[config.mk]
export PLATFORM = sky130hd
export DESIGN_NAME = char_lcd_nibble_bus_sequencer_unit_flat
export DESIGN_NICKNAME = d
export VERILOG_FILES = /design/src/rtl/core/clnb_pkg.sv /design/src/rtl/core/clnb_if.sv /design/src/rtl/core/clnb_cfg_regs.sv /design/src/rtl/core/char_lcd_nibble_bus_sequencer_unit.sv /design/src/flat_wrapper.sv
export SDC_FILE = /design/constraint.sdc
export NUM_CORES = 1
export LEC_CHECK = 0
export ABC_AREA = 1
export BUFFER_PORTS_ARGS = -buffer_cell sky130_fd_sc_hd__buf_2
export CAP_MARGIN = 10
export CORE_MARGIN = 5
export CORE_UTILIZATION = 40
export CTS_CLUSTER_DIAMETER = 150
export DETAILED_ROUTE_END_ITERATION = 12
export PLACE_DENSITY = 0.57
export SYNTH_ARGS = -nofsm -noshare
export SYNTH_HDL_FRONTEND = slang
export SYNTH_HIERARCHICAL = 1
export SYNTH_SLANG_ARGS = --single-unit
export TNS_END_PERCENT = 10
[constraint.sdc]
create_clock -name clk -period 3.56 [get_ports clk]
set_input_delay 0.534 -clock clk [delete_from_list [all_inputs] [get_ports clk]]
set_output_delay 0.534 -clock clk [all_outputs]
set_load 0.05 [all_outputs]
[src/rtl/core/clnb_pkg.sv]
// ----------------------------------------------------------------------------
// clnb_pkg
// Shared types, register map, request codes and the control store for the
// character LCD 4-bit bus sequencer.
// ----------------------------------------------------------------------------
package clnb_pkg;

  // display geometry default
  localparam int ROWS_DEF = 4;

  // configuration port
  localparam int CFG_ADDR_W = 5;
  localparam int CFG_DATA_W = 32;

  typedef enum logic [2:0] {
    REG_ENABLE_PULSE = 3'd0,
    REG_SETTLE       = 3'd1,
    REG_LONG_CMD     = 3'd2,
    REG_POWER_WAIT   = 3'd3,
    REG_LINE_LENGTH  = 3'd4
  } clnb_reg_t;

  // register reset values
  localparam logic [7:0]  RST_ENABLE_PULSE = 8'd1;
  localparam logic [9:0]  RST_SETTLE       = 10'd40;
  localparam logic [15:0] RST_LONG_CMD     = 16'd2000;
  localparam logic [15:0] RST_POWER_WAIT   = 16'd50000;
  localparam logic [6:0]  RST_LINE_LENGTH  = 7'd20;

  typedef struct packed {
    logic [7:0]  enable_pulse_us;
    logic [9:0]  settle_us;
    logic [15:0] long_cmd_us;
    logic [15:0] power_wait_us;
    logic [6:0]  line_length;
  } clnb_cfg_t;

  // request codes
  typedef enum logic [1:0] {
    REQ_INIT   = 2'd0,
    REQ_CMD    = 2'd1,
    REQ_DATA   = 2'd2,
    REQ_CURSOR = 2'd3
  } clnb_req_t;

  // lcd command constants
  localparam logic [7:0] CMD_SET_DDRAM = 8'h80;
  localparam logic [7:0] ROW1_BASE     = 8'h40;
  localparam logic [7:0] CMD_CLEAR     = 8'h01;
  localparam logic [7:0] CMD_HOME_HI   = 8'h03;

  // init settle additions
  localparam logic [15:0] INIT_WAIT_A = 16'd4500;
  localparam logic [15:0] INIT_WAIT_B = 16'd150;

  // control store layout
  localparam int PC_W = 6;
  localparam logic [PC_W-1:0] INIT_ENTRY = 6'd0;
  localparam logic [PC_W-1:0] BYTE_ENTRY = 6'd37;
  localparam logic [PC_W-1:0] PROG_END   = 6'd43;

  typedef enum logic [1:0] {
    NIB_CONST = 2'd0,
    NIB_HELD  = 2'd1,
    NIB_HI    = 2'd2,
    NIB_LO    = 2'd3
  } clnb_nib_t;

  typedef enum logic [2:0] {
    HOLD_POWER       = 3'd0,
    HOLD_PULSE       = 3'd1,
    HOLD_SETTLE      = 3'd2,
    HOLD_SETTLE_A    = 3'd3,
    HOLD_SETTLE_B    = 3'd4,
    HOLD_SETTLE_LONG = 3'd5,
    HOLD_SETTLE_COND = 3'd6
  } clnb_hold_t;

  // one control word per pin state
  typedef struct packed {
    clnb_nib_t  nib_sel;
    logic [3:0] nib;
    logic       en;
    logic       use_rs;
    clnb_hold_t hold_sel;
    logic       last;
  } clnb_cw_t;

  function automatic clnb_cw_t clnb_cw(input clnb_nib_t sel, input logic [3:0] nib,
                                       input logic en, input logic use_rs,
                                       input clnb_hold_t hold, input logic last);
    clnb_cw_t w;
    w.nib_sel  = sel;
    w.nib      = nib;
    w.en       = en;
    w.use_rs   = use_rs;
    w.hold_sel = hold;
    w.last     = last;
    return w;
  endfunction

  // microcode: init run at 0, byte run at 37
  function automatic clnb_cw_t clnb_ucode(input logic [PC_W-1:0] pc);
    clnb_cw_t w;
    case (pc)
      // power wait, data pins keep their level
      6'd0:  w = clnb_cw(NIB_HELD,  4'h0, 1'b0, 1'b0, HOLD_POWER,       1'b0);
      // nibble 3 three times, long settles after the first two
      6'd1:  w = clnb_cw(NIB_CONST, 4'h3, 1'b0, 1'b0, HOLD_PULSE,       1'b0);
      6'd2:  w = clnb_cw(NIB_CONST, 4'h3, 1'b1, 1'b0, HOLD_PULSE,       1'b0);
      6'd3:  w = clnb_cw(NIB_CONST, 4'h3, 1'b0, 1'b0, HOLD_SETTLE_A,    1'b0);
      6'd4:  w = clnb_cw(NIB_CONST, 4'h3, 1'b0, 1'b0, HOLD_PULSE,       1'b0);
      6'd5:  w = clnb_cw(NIB_CONST, 4'h3, 1'b1, 1'b0, HOLD_PULSE,       1'b0);
      6'd6:  w = clnb_cw(NIB_CONST, 4'h3, 1'b0, 1'b0, HOLD_SETTLE_A,    1'b0);
      6'd7:  w = clnb_cw(NIB_CONST, 4'h3, 1'b0, 1'b0, HOLD_PULSE,       1'b0);
      6'd8:  w = clnb_cw(NIB_CONST, 4'h3, 1'b1, 1'b0, HOLD_PULSE,       1'b0);
      6'd9:  w = clnb_cw(NIB_CONST, 4'h3, 1'b0, 1'b0, HOLD_SETTLE_B,    1'b0);
      // switch to 4-bit mode
      6'd10: w = clnb_cw(NIB_CONST, 4'h2, 1'b0, 1'b0, HOLD_PULSE,       1'b0);
      6'd11: w = clnb_cw(NIB_CONST, 4'h2, 1'b1, 1'b0, HOLD_PULSE,       1'b0);
      6'd12: w = clnb_cw(NIB_CONST, 4'h2, 1'b0, 1'b0, HOLD_SETTLE,      1'b0);
      // function set 0x28
      6'd13: w = clnb_cw(NIB_CONST, 4'h2, 1'b0, 1'b0, HOLD_PULSE,       1'b0);
      6'd14: w = clnb_cw(NIB_CONST, 4'h2, 1'b1, 1'b0, HOLD_PULSE,       1'b0);
      6'd15: w = clnb_cw(NIB_CONST, 4'h2, 1'b0, 1'b0, HOLD_SETTLE,      1'b0);
      6'd16: w = clnb_cw(NIB_CONST, 4'h8, 1'b0, 1'b0, HOLD_PULSE,       1'b0);
      6'd17: w = clnb_cw(NIB_CONST, 4'h8, 1'b1, 1'b0, HOLD_PULSE,       1'b0);
      6'd18: w = clnb_cw(NIB_CONST, 4'h8, 1'b0, 1'b0, HOLD_SETTLE,      1'b0);
      // display on 0x0c
      6'd19: w = clnb_cw(NIB_CONST, 4'h0, 1'b0, 1'b0, HOLD_PULSE,       1'b0);
      6'd20: w = clnb_cw(NIB_CONST, 4'h0, 1'b1, 1'b0, HOLD_PULSE,       1'b0);
      6'd21: w = clnb_cw(NIB_CONST, 4'h0, 1'b0, 1'b0, HOLD_SETTLE,      1'b0);
      6'd22: w = clnb_cw(NIB_CONST, 4'hC, 1'b0, 1'b0, HOLD_PULSE,       1'b0);
      6'd23: w = clnb_cw(NIB_CONST, 4'hC, 1'b1, 1'b0, HOLD_PULSE,       1'b0);
      6'd24: w = clnb_cw(NIB_CONST, 4'hC, 1'b0, 1'b0, HOLD_SETTLE,      1'b0);
      // clear 0x01 with long wait
      6'd25: w = clnb_cw(NIB_CONST, 4'h0, 1'b0, 1'b0, HOLD_PULSE,       1'b0);
      6'd26: w = clnb_cw(NIB_CONST, 4'h0, 1'b1, 1'b0, HOLD_PULSE,       1'b0);
      6'd27: w = clnb_cw(NIB_CONST, 4'h0, 1'b0, 1'b0, HOLD_SETTLE,      1'b0);
      6'd28: w = clnb_cw(NIB_CONST, 4'h1, 1'b0, 1'b0, HOLD_PULSE,       1'b0);
      6'd29: w = clnb_cw(NIB_CONST, 4'h1, 1'b1, 1'b0, HOLD_PULSE,       1'b0);
      6'd30: w = clnb_cw(NIB_CONST, 4'h1, 1'b0, 1'b0, HOLD_SETTLE_LONG, 1'b0);
      // entry mode 0x06
      6'd31: w = clnb_cw(NIB_CONST, 4'h0, 1'b0, 1'b0, HOLD_PULSE,       1'b0);
      6'd32: w = clnb_cw(NIB_CONST, 4'h0, 1'b1, 1'b0, HOLD_PULSE,       1'b0);
      6'd33: w = clnb_cw(NIB_CONST, 4'h0, 1'b0, 1'b0, HOLD_SETTLE,      1'b0);
      6'd34: w = clnb_cw(NIB_CONST, 4'h6, 1'b0, 1'b0, HOLD_PULSE,       1'b0);
      6'd35: w = clnb_cw(NIB_CONST, 4'h6, 1'b1, 1'b0, HOLD_PULSE,       1'b0);
      6'd36: w = clnb_cw(NIB_CONST, 4'h6, 1'b0, 1'b0, HOLD_SETTLE,      1'b1);
      // byte run, high nibble then low nibble
      6'd37: w = clnb_cw(NIB_HI,    4'h0, 1'b0, 1'b1, HOLD_PULSE,       1'b0);
      6'd38: w = clnb_cw(NIB_HI,    4'h0, 1'b1, 1'b1, HOLD_PULSE,       1'b0);
      6'd39: w = clnb_cw(NIB_HI,    4'h0, 1'b0, 1'b1, HOLD_SETTLE,      1'b0);
      6'd40: w = clnb_cw(NIB_LO,    4'h0, 1'b0, 1'b1, HOLD_PULSE,       1'b0);
      6'd41: w = clnb_cw(NIB_LO,    4'h0, 1'b1, 1'b1, HOLD_PULSE,       1'b0);
      6'd42: w = clnb_cw(NIB_LO,    4'h0, 1'b0, 1'b1, HOLD_SETTLE_COND, 1'b1);
      default: w = clnb_cw(NIB_HELD, 4'h0, 1'b0, 1'b0, HOLD_PULSE,      1'b1);
    endcase
    return w;
  endfunction

endpackage

[src/rtl/core/clnb_if.sv]
// ----------------------------------------------------------------------------
// clnb_if
// Valid/ready channels for requests and pin states of the LCD sequencer.
// ----------------------------------------------------------------------------
interface clnb_req_if;
  logic       valid;
  logic       ready;
  logic [1:0] req_type;
  logic [7:0] data_byte;
  logic [7:0] column;
  logic [7:0] row;

  modport source (output valid, req_type, data_byte, column, row, input ready);
  modport sink   (input valid, req_type, data_byte, column, row, output ready);
endinterface

interface clnb_pin_if;
  logic        valid;
  logic        ready;
  logic        rs_level;
  logic        enable_level;
  logic [3:0]  data_nibble;
  logic [16:0] hold_us;
  logic        last;

  modport source (output valid, rs_level, enable_level, data_nibble, hold_us, last,
                  input ready);
  modport sink   (input valid, rs_level, enable_level, data_nibble, hold_us, last,
                  output ready);
endinterface

[src/rtl/core/clnb_cfg_regs.sv]
// ----------------------------------------------------------------------------
// clnb_cfg_regs
// APB-style register file holding the timing and geometry settings.
// ----------------------------------------------------------------------------
module clnb_cfg_regs (
  input  logic                              clk,
  input  logic                              rst,
  input  logic                              psel,
  input  logic                              penable,
  input  logic                              pwrite,
  input  logic [clnb_pkg::CFG_ADDR_W-1:0]   paddr,
  input  logic [clnb_pkg::CFG_DATA_W-1:0]   pwdata,
  output logic [clnb_pkg::CFG_DATA_W-1:0]   prdata,
  output logic                              pready,
  output clnb_pkg::clnb_cfg_t               cfg
);

  logic       wr_en;
  logic [2:0] reg_idx;

  assign pready  = 1'b1;
  assign wr_en   = psel && penable && pwrite;
  assign reg_idx = paddr[4:2];

  // register writes, masked to width
  always_ff @(posedge clk) begin
    if (rst) begin
      cfg.enable_pulse_us <= clnb_pkg::RST_ENABLE_PULSE;
      cfg.settle_us       <= clnb_pkg::RST_SETTLE;
      cfg.long_cmd_us     <= clnb_pkg::RST_LONG_CMD;
      cfg.power_wait_us   <= clnb_pkg::RST_POWER_WAIT;
      cfg.line_length     <= clnb_pkg::RST_LINE_LENGTH;
    end else if (wr_en) begin
      case (reg_idx)
        clnb_pkg::REG_ENABLE_PULSE: cfg.enable_pulse_us <= pwdata[7:0];
        clnb_pkg::REG_SETTLE:       cfg.settle_us       <= pwdata[9:0];
        clnb_pkg::REG_LONG_CMD:     cfg.long_cmd_us     <= pwdata[15:0];
        clnb_pkg::REG_POWER_WAIT:   cfg.power_wait_us   <= pwdata[15:0];
        clnb_pkg::REG_LINE_LENGTH:  cfg.line_length     <= pwdata[6:0];
        default: ;
      endcase
    end
  end

  // read mux
  always_comb begin
    case (reg_idx)
      clnb_pkg::REG_ENABLE_PULSE: prdata = {24'd0, cfg.enable_pulse_us};
      clnb_pkg::REG_SETTLE:       prdata = {22'd0, cfg.settle_us};
      clnb_pkg::REG_LONG_CMD:     prdata = {16'd0, cfg.long_cmd_us};
      clnb_pkg::REG_POWER_WAIT:   prdata = {16'd0, cfg.power_wait_us};
      clnb_pkg::REG_LINE_LENGTH:  prdata = {25'd0, cfg.line_length};
      default:                    prdata = '0;
    endcase
  end

endmodule

[src/rtl/core/char_lcd_nibble_bus_sequencer_unit.sv]
// ----------------------------------------------------------------------------
// char_lcd_nibble_bus_sequencer_unit
// Turns LCD requests into timed 4-bit bus pin states, one per cycle unless stalled.
// ----------------------------------------------------------------------------
// Start: a request transfer sets busy and the step counter; each step then registers
//   a pin state. Throughput: one pin state per cycle unless output stalls, set by
//   the microcode step counter; a byte request gives 6 states, init gives 37.
// Output back-pressure stalls the step counter; the last state may wait while idle.
// Reset (rst, synchronous): registers return to defaults, held nibble clears,
//   sequencer goes idle; no clearing pass.
module char_lcd_nibble_bus_sequencer_unit #(
  parameter int ROWS = clnb_pkg::ROWS_DEF
) (
  input  logic                            clk,
  input  logic                            rst,
  clnb_req_if.sink                        req,
  clnb_pin_if.source                      pin,
  input  logic                            psel,
  input  logic                            penable,
  input  logic                            pwrite,
  input  logic [clnb_pkg::CFG_ADDR_W-1:0] paddr,
  input  logic [clnb_pkg::CFG_DATA_W-1:0] pwdata,
  output logic [clnb_pkg::CFG_DATA_W-1:0] prdata,
  output logic                            pready
);

  localparam logic [1:0] ROW_MAX = 2'(ROWS - 1);

  clnb_pkg::clnb_cfg_t cfg;

  logic                      busy;
  logic [clnb_pkg::PC_W-1:0] pc;
  logic [7:0]                byte_q;
  logic                      rs_q;
  logic                      long_q;
  logic [3:0]                held_nibble;

  logic                      out_valid;
  logic                      out_rs;
  logic                      out_en;
  logic [3:0]                out_nib;
  logic [16:0]               out_hold;
  logic                      out_last;

  logic                      in_xfer;
  logic                      step;
  clnb_pkg::clnb_cw_t        cw;
  logic [3:0]                nib_next;
  logic [16:0]               hold_next;
  logic [15:0]               addend;
  logic [1:0]                row_c;
  logic [7:0]                row_off;
  logic [7:0]                byte_next;
  logic                      rs_next;
  logic                      long_next;

  clnb_cfg_regs u_cfg (
    .clk     (clk),
    .rst     (rst),
    .psel    (psel),
    .penable (penable),
    .pwrite  (pwrite),
    .paddr   (paddr),
    .pwdata  (pwdata),
    .prdata  (prdata),
    .pready  (pready),
    .cfg     (cfg)
  );

  // handshake
  assign req.ready = !busy;
  assign in_xfer   = req.valid && !busy;
  assign step      = busy && (!out_valid || pin.ready);

  assign pin.valid        = out_valid;
  assign pin.rs_level     = out_rs;
  assign pin.enable_level = out_en;
  assign pin.data_nibble  = out_nib;
  assign pin.hold_us      = out_hold;
  assign pin.last         = out_last;

  // request decode: byte to send, rs level, long wait flag
  always_comb begin
    row_c = (req.row > 8'd3) ? 2'd3 : req.row[1:0];
    if (row_c > ROW_MAX) begin
      row_c = ROW_MAX;
    end
    case (row_c)
      2'd0:    row_off = 8'd0;
      2'd1:    row_off = clnb_pkg::ROW1_BASE;
      2'd2:    row_off = {1'b0, cfg.line_length};
      default: row_off = clnb_pkg::ROW1_BASE + {1'b0, cfg.line_length};
    endcase
    byte_next = req.data_byte;
    rs_next   = 1'b0;
    long_next = 1'b0;
    case (req.req_type)
      clnb_pkg::REQ_CMD: begin
        long_next = (req.data_byte >= clnb_pkg::CMD_CLEAR) &&
                    (req.data_byte <= clnb_pkg::CMD_HOME_HI);
      end
      clnb_pkg::REQ_DATA: begin
        rs_next = 1'b1;
      end
      clnb_pkg::REQ_CURSOR: begin
        byte_next = clnb_pkg::CMD_SET_DDRAM | (req.column + row_off);
      end
      default: ;
    endcase
  end

  // control word fetch and datapath
  always_comb begin
    cw = clnb_pkg::clnb_ucode(pc);
    case (cw.nib_sel)
      clnb_pkg::NIB_CONST: nib_next = cw.nib;
      clnb_pkg::NIB_HELD:  nib_next = held_nibble;
      clnb_pkg::NIB_HI:    nib_next = byte_q[7:4];
      default:             nib_next = byte_q[3:0];
    endcase
    case (cw.hold_sel)
      clnb_pkg::HOLD_SETTLE_A:    addend = clnb_pkg::INIT_WAIT_A;
      clnb_pkg::HOLD_SETTLE_B:    addend = clnb_pkg::INIT_WAIT_B;
      clnb_pkg::HOLD_SETTLE_LONG: addend = cfg.long_cmd_us;
      clnb_pkg::HOLD_SETTLE_COND: addend = long_q ? cfg.long_cmd_us : 16'd0;
      default:                    addend = 16'd0;
    endcase
    case (cw.hold_sel)
      clnb_pkg::HOLD_POWER: hold_next = {1'b0, cfg.power_wait_us};
      clnb_pkg::HOLD_PULSE: hold_next = {9'd0, cfg.enable_pulse_us};
      default:              hold_next = {7'd0, cfg.settle_us} + {1'b0, addend};
    endcase
  end

  // sequencer control
  always_ff @(posedge clk) begin
    if (rst) begin
      busy        <= 1'b0;
      pc          <= clnb_pkg::INIT_ENTRY;
      held_nibble <= 4'd0;
      out_valid   <= 1'b0;
    end else begin
      if (in_xfer) begin
        busy <= 1'b1;
        pc   <= (req.req_type == clnb_pkg::REQ_INIT) ? clnb_pkg::INIT_ENTRY
                                                     : clnb_pkg::BYTE_ENTRY;
      end else if (step) begin
        pc <= pc + 1'b1;
        if (cw.last) begin
          busy <= 1'b0;
        end
      end
      if (step) begin
        out_valid   <= 1'b1;
        held_nibble <= nib_next;
      end else if (pin.ready) begin
        out_valid <= 1'b0;
      end
    end
  end

  // request payload capture
  always_ff @(posedge clk) begin
    if (in_xfer) begin
      byte_q <= byte_next;
      rs_q   <= rs_next;
      long_q <= long_next;
    end
  end

  // output register payload
  always_ff @(posedge clk) begin
    if (step) begin
      out_rs   <= cw.use_rs & rs_q;
      out_en   <= cw.en;
      out_nib  <= nib_next;
      out_hold <= hold_next;
      out_last <= cw.last;
    end
  end

  // checks
  a_pc_range: assert property (@(posedge clk) disable iff (rst)
    busy |-> (pc < clnb_pkg::PROG_END))
    else $error("microcode step out of range");

  a_busy_after_xfer: assert property (@(posedge clk) disable iff (rst)
    in_xfer |=> busy)
    else $error("sequencer not started after request transfer");

  a_last_idle: assert property (@(posedge clk) disable iff (rst)
    (step && cw.last) |=> !busy)
    else $error("sequencer still running after its last state");

  a_start_needs_xfer: assert property (@(posedge clk) disable iff (rst)
    $rose(busy) |-> $past(in_xfer))
    else $error("sequencer started without a request transfer");

endmodule
[src/flat_wrapper.sv]
// flat-port wrapper written by rule: the top's interface ports become plain ports
module char_lcd_nibble_bus_sequencer_unit_flat 
#(
  parameter int ROWS = clnb_pkg::ROWS_DEF
)
  (clk, rst, psel, penable, pwrite, paddr, pwdata, prdata, pready, req_valid, req_req_type, req_data_byte, req_column, req_row, req_ready, pin_valid, pin_rs_level, pin_enable_level, pin_data_nibble, pin_hold_us, pin_last, pin_ready);
  clnb_req_if req_i ();
  clnb_pin_if pin_i ();
  input  logic clk;
  input  logic rst;
  input  logic psel;
  input  logic penable;
  input  logic pwrite;
  input  logic [clnb_pkg::CFG_ADDR_W-1:0] paddr;
  input  logic [clnb_pkg::CFG_DATA_W-1:0] pwdata;
  output logic [clnb_pkg::CFG_DATA_W-1:0] prdata;
  output logic pready;
  input wire logic [$bits(req_i.valid)-1:0] req_valid;
  input wire logic [$bits(req_i.req_type)-1:0] req_req_type;
  input wire logic [$bits(req_i.data_byte)-1:0] req_data_byte;
  input wire logic [$bits(req_i.column)-1:0] req_column;
  input wire logic [$bits(req_i.row)-1:0] req_row;
  output wire logic [$bits(req_i.ready)-1:0] req_ready;
  output wire logic [$bits(pin_i.valid)-1:0] pin_valid;
  output wire logic [$bits(pin_i.rs_level)-1:0] pin_rs_level;
  output wire logic [$bits(pin_i.enable_level)-1:0] pin_enable_level;
  output wire logic [$bits(pin_i.data_nibble)-1:0] pin_data_nibble;
  output wire logic [$bits(pin_i.hold_us)-1:0] pin_hold_us;
  output wire logic [$bits(pin_i.last)-1:0] pin_last;
  input wire logic [$bits(pin_i.ready)-1:0] pin_ready;
  assign req_i.valid = req_valid;
  assign req_i.req_type = req_req_type;
  assign req_i.data_byte = req_data_byte;
  assign req_i.column = req_column;
  assign req_i.row = req_row;
  assign req_ready = req_i.ready;
  assign pin_valid = pin_i.valid;
  assign pin_rs_level = pin_i.rs_level;
  assign pin_enable_level = pin_i.enable_level;
  assign pin_data_nibble = pin_i.data_nibble;
  assign pin_hold_us = pin_i.hold_us;
  assign pin_last = pin_i.last;
  assign pin_i.ready = pin_ready;
  char_lcd_nibble_bus_sequencer_unit #(.ROWS(ROWS)) u_core (.clk(clk), .rst(rst), .req(req_i), .pin(pin_i), .psel(psel), .penable(penable), .pwrite(pwrite), .paddr(paddr), .pwdata(pwdata), .prdata(prdata), .pready(pready));
endmodule
==> impl_metrics.py, run 1 <==
metrics = {
    "outcome": {
        "status": "finished clean",
    },
    "die": {
        "fp.dieH_um": 141,
        "num_rows": 47,
        "core_sq_mm": 0.0166,
        "start_util_pct": 41.0,
        "ios": 129,
        "die_w_um": 141,
        "dieArea_sq_mm": 0.0197,
    },
    "yosys": {
        "ys_ff_latch": 114,
        "ys_async_sr_fraction_pct": 0,
        "synth_edf_count": 34,
        "syn_area_sq_mm": 0.00682,
        "synth.area.top_cells": "dfxtp_1 (23%), nand2_1 (17%), edfxtp_1 (15%)",
        "synth_cells": 995,
        "yosys.area.top_type": "dfxtp_1",
        "synth_common_cells": "nand2_1 (310), nor2_1 (141), nand3_1 (116)",
        "avgSynthCellArea_sq_um": 6.85,
        "synth-seq-area-share_pct": 38.5,
        "yosys.cell_types.count": 43,
        "synth_top_area_share_pct": 23.5,
        "synth_warnings": 6,
        "synth_most_common_cell": "nand2_1",
        "ys.flop_type": "dfxtp_1",
    },
    "global_routing": {
        "grt_pass1_wl_um": 29500,
        "grt_usage_pct": 18.5,
        "grt_overflow": 0,
        "antenna_found_initial": 0,
        "grt_max_degree": 58,
        "grt_pass1_vias": 5827,
    },
    "power": {
        "seq_power_share_pct": 38.9,
        "powerDensity_mw_per_mm2": 473,
        "pwr-share-comb_pct": 17.6,
        "internal-power_mw": 2.64,
        "ir_worst_vdd_v": 0.000322,
        "leakage_nw": 3.93,
        "switching_power_mw": 1.13,
        "swShare_pct": 30.0,
        "p_clk_share_pct": 43.6,
    },
    "critical_path": {
        "crit_path_end_kind": "flop",
        "worstPathArrival_ps": 3080,
        "crit_buf_inv": 4,
        "critPathKind": "reg2reg",
        "cp_top_family": "simple AND/OR/NAND/NOR gates",
        "path_cells": "nand3_1 > o21ai_2 > buf_4 > inv_1 > nor2_1 > ha_1 > inv_1 > fa_1 > inv_1 > nand3_1 > nand2_1 > nand2_1 > and3_1 > o21ai_2 > nand3b_1 > nand2_1 > nand2_1",
        "cp_common_cell": "nand2_1",
        "start_kind": "flop",
        "crit_required_ps": 3720,
        "cp_max_fo": 11,
        "cpPeakStageDelay_ps": 450,
        "cpMaxStageDelayCell": "dfxtp_1",
    },
    "clock_network": {
        "clk_pin_slew_worst_paths_ps": 50,
        "post_cts_buffers": 0,
        "cts-root-buf": "clkbuf_16",
        "cts_num_sinks": 114,
        "clk_path_buf_depth": 2,
        "numCtsBuffers": 17,
        "htree_levels": 4,
        "cts_hold_buf": 0,
        "cts_tree": "done",
        "cts_resized": 0,
        "clk_latency_ps": 420,
    },
    "min_path": {
        "holdCritPathClass": "in2reg",
    },
    "sta": {
        "worst_pin_slew_ps": 651,
        "slew_violations": 0,
        "tns_ps": 0,
        "rsz0062_at_grt": "no",
        "fmax_mhz": 342,
        "timing.slew.headroom_pct": 56.6,
        "fin_crit_sh_pct": 82.1,
        "holdWs_ps": 342,
        "finalCriticalPeriod_ps": 2920,
        "setup_viol": 0,
        "hold_viol": 0,
        "finalClockSkew_ps": 11.9,
    },
    "detailed_routing": {
        "first_iter_violations": 502,
        "postRouteWirelength_um": 18300,
        "wl_per_cell_um": 13.9,
        "vias_per_cell": 4.87,
        "drc": 0,
        "dr.pass1.iters": 5,
        "num_vias": 6422,
        "detail-route-antenna-nets": 0,
    },
    "run": {
        "cap_violations": 0,
    },
    "cells_and_area": {
        "nets": 1184,
        "areaGrowthSynthToFinish_pct": 17.0,
        "diodes": 0,
        "drive_above_1_share_pct": 15.6,
    },
    "place": {
        "port_buffers": 92,
        "dp_hpwl_um": 13800,
        "place_congestion": 0.871,
    },
}
[path summary, 6_finish.rpt]
kind         slack, ps                       to         start  depth (start not counted)
max                640   u_core/pin.hold_us[14]  u_core/cw[3]                         17
min                340     u_core/u_cfg/cfg[22]    pwdata[15]                          3
max reg2reg        640   u_core/pin.hold_us[14]  u_core/cw[3]                         17
min reg2reg        400  u_core/pin.enable_level  u_core/cw[5]                          0
[state kept, by name, summed over array words and instances, names as in the netlist, 4 cells and up]
signal                  count
u_core/pin.hold_us         17
u_core/byte_q               8
u_core/u_cfg/cfg           57
u_core/pin.data_nibble      4
u_core/pc                   6
u_core/held_nibble          4
u_core/cw                  11
[layout by cell type, fill, tap and decap left out, types with 4 or more instances in the layout]
cell       instances
clkbuf_16         17
o21ai_1            4
a21oi_1           27
nand3_1          116
ha_1              25
o211ai_1           4
conb_1            17
o21ai_0           20
o21bai_1           4
nor3_1             4
dfxtp_1           80
inv_2              7
nand4_1           22
edfxtp_1          34
nand2_1          310
buf_4             11
nor2_4             4
clkinv_2           5
buf_2             92
nor2_1           141
nor2_2             6
nand2_2            8
inv_1            101
[metrics by stage]
step	power [mW]	cells	setup WS, ps	util, %	instance area, sq um
after CTS	3.81	1320	612	47.9	7980
after floorplan	1.99	1010	584	-	6870
after global placement	2.15	1288	658	44.5	7400
final	3.77	1320	638	47.9	7980
after global routing	3.95	1320	359	47.9	7980
after detailed placement	2.15	1288	628	44.5	7400
[power by group through the flow]
stage	Clock, mW	Sequential, mW	Combinational (mW)
after global routing	1.74	1.47	0.731
final	1.64	1.47	0.663
after floorplan	0	1.57	0.414
after detailed placement	0	1.49	0.660
after CTS	1.68	1.47	0.665
after global placement	0	1.49	0.661
[kinds of logic (layout without fill, tap and decap cells)]
logic type / count (synthesis) / in the layout / synth area share (%)
and+or+nand+nor: 624 / 624 / 39.5
buffers and inverters: 154 / 244 / 10.4
DFF: 114 / 114 / 38.5
AOI/OAI and AO/OA: 72 / 72 / 6.15
adders and majority gates: 27 / 27 / 5.18
other: 2 / 17 / 0.110
xor gates and xnor gates: 2 / 2 / 0.257
[worst min-delay path, stage by stage]
cell and delay, ps:
buf_2 90, nand2_1 40, nand3_1 60
[cell type report]
cell class,instances,area (sq um)
Clock inverter,13,133
Timing Repair Buffer,103,543
Clock buffer,19,443
Fill cell,1737,8670
Tap cell,220,275
Inverter,109,409
Multi-Input combinational cell,742,3550
Sequential cell,114,2620
[routing by layer]
layer	global-route usage, %	vias up	share of wire [%]
met4	6.22	0	1.6
met3	3.41	24	4.8
met1	25.9	2873	48
met5	0	-	0
met2	28.9	177	45
li1	-	3348	-
No activity file was read; power rests on OpenSTA's default activity.
==> run 2, diff against run 1 <==
Settings changed: PLACE_DENSITY 0.57 to 0.59.
Clock period 3.56 ns to 2.4 ns, I/O delays scaled along.
==> impl_metrics.py, run 2 (synthesis gave the netlist of run 1 again) <==
metrics = {
    "outcome": {
        "status": "finished with violations",
        "violations": "negative setup slack",
    },
    "critical_path": {
        "r2r_start": "u_core/cw[2]",
        "timing.rr.end": "u_core/pin.hold_us[10]",
        "r2r_cells": 15,
        "worstPathArrival_ps": 2690,
        "ff2ff_setup_slack_ps": -120,
        "start_kind": "flop",
        "cp_max_fo": 9,
        "crit_path_end_kind": "flop",
        "critPathKind": "reg2reg",
        "crit_required_ps": 2570,
    },
    "detailed_routing": {
        "detail-route-antenna-nets": 0,
        "dr.pass1.iters": 7,
        "num_vias": 6686,
        "postRouteWirelength_um": 19000,
        "wl_per_cell_um": 13.9,
        "vias_per_cell": 4.88,
        "first_iter_violations": 559,
        "drc": 0,
    },
    "cells_and_area": {
        "nets": 1235,
        "seq_area_sq_mm": 0.00263,
        "fillers": 1694,
        "top_register": "u_core/u_cfg/cfg",
        "areaGrowthSynthToFinish_pct": 24.5,
        "diodes": 0,
        "drive_above_1_share_pct": 21.4,
        "largest_reg_flops": 57,
        "mostFrequentLayoutCell": "nand2_1",
        "final_core_util_pct": 51.0,
        "mostFrequentLayoutCells": "nand2_1 (306), nor2_1 (140), nand3_1 (114)",
        "multi_input_area_sq_mm": 0.00364,
    },
    "global_routing": {
        "grt_use_met3_pct": 4.06,
        "grt_max_degree": 58,
        "use_met1_pct": 26.5,
        "grt_overflow": 0,
        "use_met2_pct": 30.0,
        "antenna_found_initial": 0,
        "gr-max-usage-layer": "met2",
        "grt_pass1_wl_um": 30600,
        "grt_pass1_vias": 6076,
        "grt_usage_pct": 19.2,
    },
    "clock_network": {
        "clk_latency_ps": 420,
        "clk_pin_slew_worst_paths_ps": 60,
        "cts_num_sinks": 114,
        "htree_levels": 4,
        "clk_path_buf_depth": 2,
        "cts_tree": "done",
        "cts-root-buf": "clkbuf_16",
        "numCtsBuffers": 17,
    },
    "sta": {
        "fin_crit_sh_pct": 105,
        "timing.slew.headroom_pct": 58.5,
        "hold_viol": 0,
        "rsz0062_at_grt": "yes",
        "slew_violations": 0,
        "fmax_mhz": 397,
        "worst_pin_slew_ps": 623,
        "setup_ws_ps": -120,
        "finalCriticalPeriod_ps": 2520,
        "finalClockSkew_ps": 11.9,
        "setup_viol": 6,
    },
    "run": {
        "cap_violations": 0,
    },
    "min_path": {
        "worstHoldStart": "pwdata[15]",
        "holdCritPathClass": "in2reg",
        "holdPathStages": 3,
        "hold_end": "u_core/u_cfg/cfg[22]",
    },
    "die": {
        "start_util_pct": 41.0,
        "core_sq_mm": 0.0166,
        "dieArea_sq_mm": 0.0197,
        "ios": 129,
        "die_w_um": 141,
        "num_rows": 47,
        "fp.dieH_um": 141,
    },
    "power": {
        "leakage_nw": 4.19,
        "powerDensity_mw_per_mm2": 687,
        "ir_worst_vdd_v": 0.000544,
        "finalPower_mw": 5.83,
    },
    "place": {
        "place_congestion": 0.903,
        "dp_hpwl_um": 14400,
        "port_buffers": 92,
    },
}
==> run 2: how the worst max path moves through the flow <==
stage | startpoint | end | slack, ps | depth (start not counted)
2_1_floorplan | u_core/cw[1] | u_core/pin.hold_us[14] | -20 | 17
3_3_place_gp | u_core/cw[1] | u_core/pin.hold_us[14] | -110 | 17
3_5_place_dp | u_core/cw[1] | u_core/pin.hold_us[14] | -140 | 17
4_1_cts | u_core/cw[1] | u_core/pin.hold_us[11] | -2 | 15
5_1_grt | u_core/cw[2] | u_core/pin.hold_us[14] | -280 | 15
6_report | u_core/cw[2] | u_core/pin.hold_us[10] | -120 | 15
==> run 2: cell type report <==
| class | instances | share of cell area [%] |
|---|---|---|
| multi-input combinational | 742 | 42.9 |
| sequential | 114 | 31.0 |
| timing repair buffer | 154 | 10.9 |
| clock buffer | 18 | 5.31 |
| inverter | 109 | 4.88 |
| tap | 220 | 3.24 |
| clock inverter | 14 | 1.80 |
==> run 2: where the power goes <==
part	switching [mW]	internal [mW]
logic	0.758	0.342
registers	0.0670	2.11
clock network	0.950	1.60
total	1.77	4.05
==> run 2: routing by layer <==
layer	share of wire, %	wire length (um)
met2	45	8590
met1	47	8840
met4	1.8	342
met5	0	0
met3	6.5	1230
==> run 2: what timing repair did <==
item                                    CTS  global route
pin swaps                                 4             4
hold buffers                              0             0
gates resized for setup                  12             7
endpoints found under the setup margin    9            16
setup buffers                             3             1
==> run 2: critical path, stage by stage (launching register included) <==
cell and delay (ps):
dfxtp_2 370, inv_1 60, nand3_1 110, o21ai_4 80
buf_4 170, nand2_1 60, nand2_1 50, ha_1 340
nand2_1 100, nor3_1 220, nand2_2 110, and3_4 180
o21ai_4 210, nand2_1 80, nand2_1 80, nand2_1 50
==> run 2: stage by stage <==
stage          hold WS [ps]  worst slack (ps)  instance area (sq um)  instances  setup TNS (ps)
2_1_floorplan           386             -21.5                   6920       1010           -26.1
3_3_place_gp            407              -111                   7790       1335            -435
3_5_place_dp            414              -137                   7790       1335            -724
4_1_cts                 155             -2.06                   8460       1370           -2.06
5_1_grt                 170              -279                   8490       1371           -2510
6_report                168              -120                   8490       1371            -460
==> run 3, diff against run 2 <==
Settings changed: REMOVE_ABC_BUFFERS from default to 1.
==> impl_metrics.py, run 3 (synthesis gave the netlist of run 1 again) <==
metrics = {
    "sta": {
        "hold_viol": 0,
        "fin_crit_sh_pct": 100,
        "setup_viol": 1,
        "timing.slew.headroom_pct": 57.6,
        "setup_ws_ps": -1.16,
        "finalCriticalPeriod_ps": 2400,
        "finalClockSkew_ps": 9.15,
        "rsz0062_at_grt": "yes",
        "tns_ps": -1.16,
        "slew_violations": 0,
        "holdWs_ps": 165,
        "worst_pin_slew_ps": 636,
        "fmax_mhz": 416,
    },
    "critical_path": {
        "start_kind": "flop",
        "timing.rr.end": "u_core/pin.hold_us[6]",
        "r2r_cells": 16,
        "critPathKind": "reg2reg",
        "worstPathArrival_ps": 2550,
        "crit_required_ps": 2550,
        "ff2ff_setup_slack_ps": -1,
        "cp_max_fo": 6,
        "crit_path_end_kind": "flop",
        "r2r_start": "u_core/cw[2]",
    },
    "place": {
        "port_buffers": 92,
        "dp_hpwl_um": 14600,
        "place_congestion": 0.908,
    },
    "detailed_routing": {
        "vias_per_cell": 4.90,
        "drc": 0,
        "detail-route-antenna-nets": 0,
        "dr.pass1.iters": 5,
        "num_vias": 6753,
        "first_iter_violations": 487,
        "postRouteWirelength_um": 19300,
        "wl_per_cell_um": 14.0,
    },
    "power": {
        "ir_worst_vdd_v": 0.000454,
        "powerDensity_mw_per_mm2": 672,
        "finalPower_mw": 5.74,
        "leakage_nw": 4.21,
    },
    "global_routing": {
        "use_met1_pct": 26.9,
        "gr-max-usage-layer": "met2",
        "use_met2_pct": 30.9,
        "grt_pass1_vias": 6198,
        "grt_overflow": 0,
        "grt_pass1_wl_um": 30900,
        "grt_usage_pct": 19.4,
        "antenna_found_initial": 0,
        "grt_use_met3_pct": 3.89,
        "grt_max_degree": 58,
    },
    "cells_and_area": {
        "mostFrequentLayoutCell": "nand2_1",
        "nets": 1243,
        "fillers": 1688,
        "diodes": 0,
        "largest_reg_flops": 57,
        "top_register": "u_core/u_cfg/cfg",
        "drive_above_1_share_pct": 22.5,
        "mostFrequentLayoutCells": "nand2_1 (307), nor2_1 (138), nand3_1 (113)",
        "areaGrowthSynthToFinish_pct": 25.4,
    },
    "min_path": {
        "holdCritPathClass": "in2reg",
        "hold_end": "u_core/u_cfg/cfg[44]",
        "worstHoldStart": "pwdata[5]",
        "holdPathStages": 3,
    },
    "run": {
        "cap_violations": 0,
    },
    "die": {
        "start_util_pct": 41.0,
        "fp.dieH_um": 141,
        "ios": 129,
        "die_w_um": 141,
        "num_rows": 47,
        "core_sq_mm": 0.0166,
        "dieArea_sq_mm": 0.0197,
    },
    "clock_network": {
        "cts_tree": "done",
        "cts-root-buf": "clkbuf_16",
        "numCtsBuffers": 17,
        "clk_latency_ps": 420,
        "cts_hold_buf": 0,
        "clk_pin_slew_worst_paths_ps": 60,
        "cts_num_sinks": 114,
        "clk_path_buf_depth": 2,
        "htree_levels": 4,
    },
    "outcome": {
        "status": "finished with violations",
        "violations": "negative setup slack",
    },
}
==> run 3: routing by layer <==
layer | wire [um] | share of wire [%]
met4 | 293 | 1.5
met2 | 8720 | 45
met5 | 0 | 0
met3 | 1300 | 6.7
met1 | 8970 | 47
==> run 3: how the worst max path moves through the flow <==
| stage | start | endpoint | cells past startpoint |
|---|---|---|---|
| after floorplan | u_core/pin.valid | u_core/cw[1] | 13 |
| after global placement | u_core/cw[1] | u_core/pin.hold_us[14] | 17 |
| after detailed placement | u_core/cw[1] | u_core/pin.hold_us[14] | 17 |
| after CTS | u_core/cw[1] | u_core/pin.hold_us[14] | 17 |
| after global routing | u_core/cw[1] | u_core/pin.hold_us[14] | 17 |
| final | u_core/cw[2] | u_core/pin.hold_us[6] | 16 |
==> run 3: stage by stage <==
step                instance area (sq um)  cells  utilization [%]  setup WS, ps
global placement                     7810   1342             46.9          -167
finish                               8550   1379             51.4         -1.16
floorplan                            6580    965                -          -535
detailed placement                   7810   1342             46.9          -201
global route                         8550   1379             51.4          -181
CTS                                  8460   1378             50.9         -73.2
==> run 3: where the power goes <==
| group | switching, mW | internal (mW) |
|---|---|---|
| Sequential | 0.0572 | 2.11 |
| Combinational | 0.786 | 0.350 |
| Clock | 0.913 | 1.52 |
==> run 3: cell type report <==
type	count	area, sq um	area share [%]
clock buffers	19	433	5.06
clock inverters	13	138	1.61
inverters	109	409	4.79
multi-input cells	742	3670	43.0
flip-flops and latches	114	2630	30.8
well taps	220	275	3.22
repair buffers	162	990	11.6
==> run 3: timing repair <==
item                                    CTS  global route
resized for setup                        19            24
pin swaps                                 8            15
buffers inserted                          4             1
cloned                                    0             0
endpoints found under the setup margin   12            16
==> run 3: critical path, cell delays in order (launching register included) <==
cell      delay, ps
dfxtp_4         360
inv_1            60
nand3_1         110
o21ai_4          90
buf_6           140
nand2_1          50
nand2_1          50
ha_1            320
buf_4           160
nand3_2          60
nand2_2          60
buf_4           130
buf_4           140
a31oi_2         170
nand2_1          70
nand2_1          60
o211ai_1        100
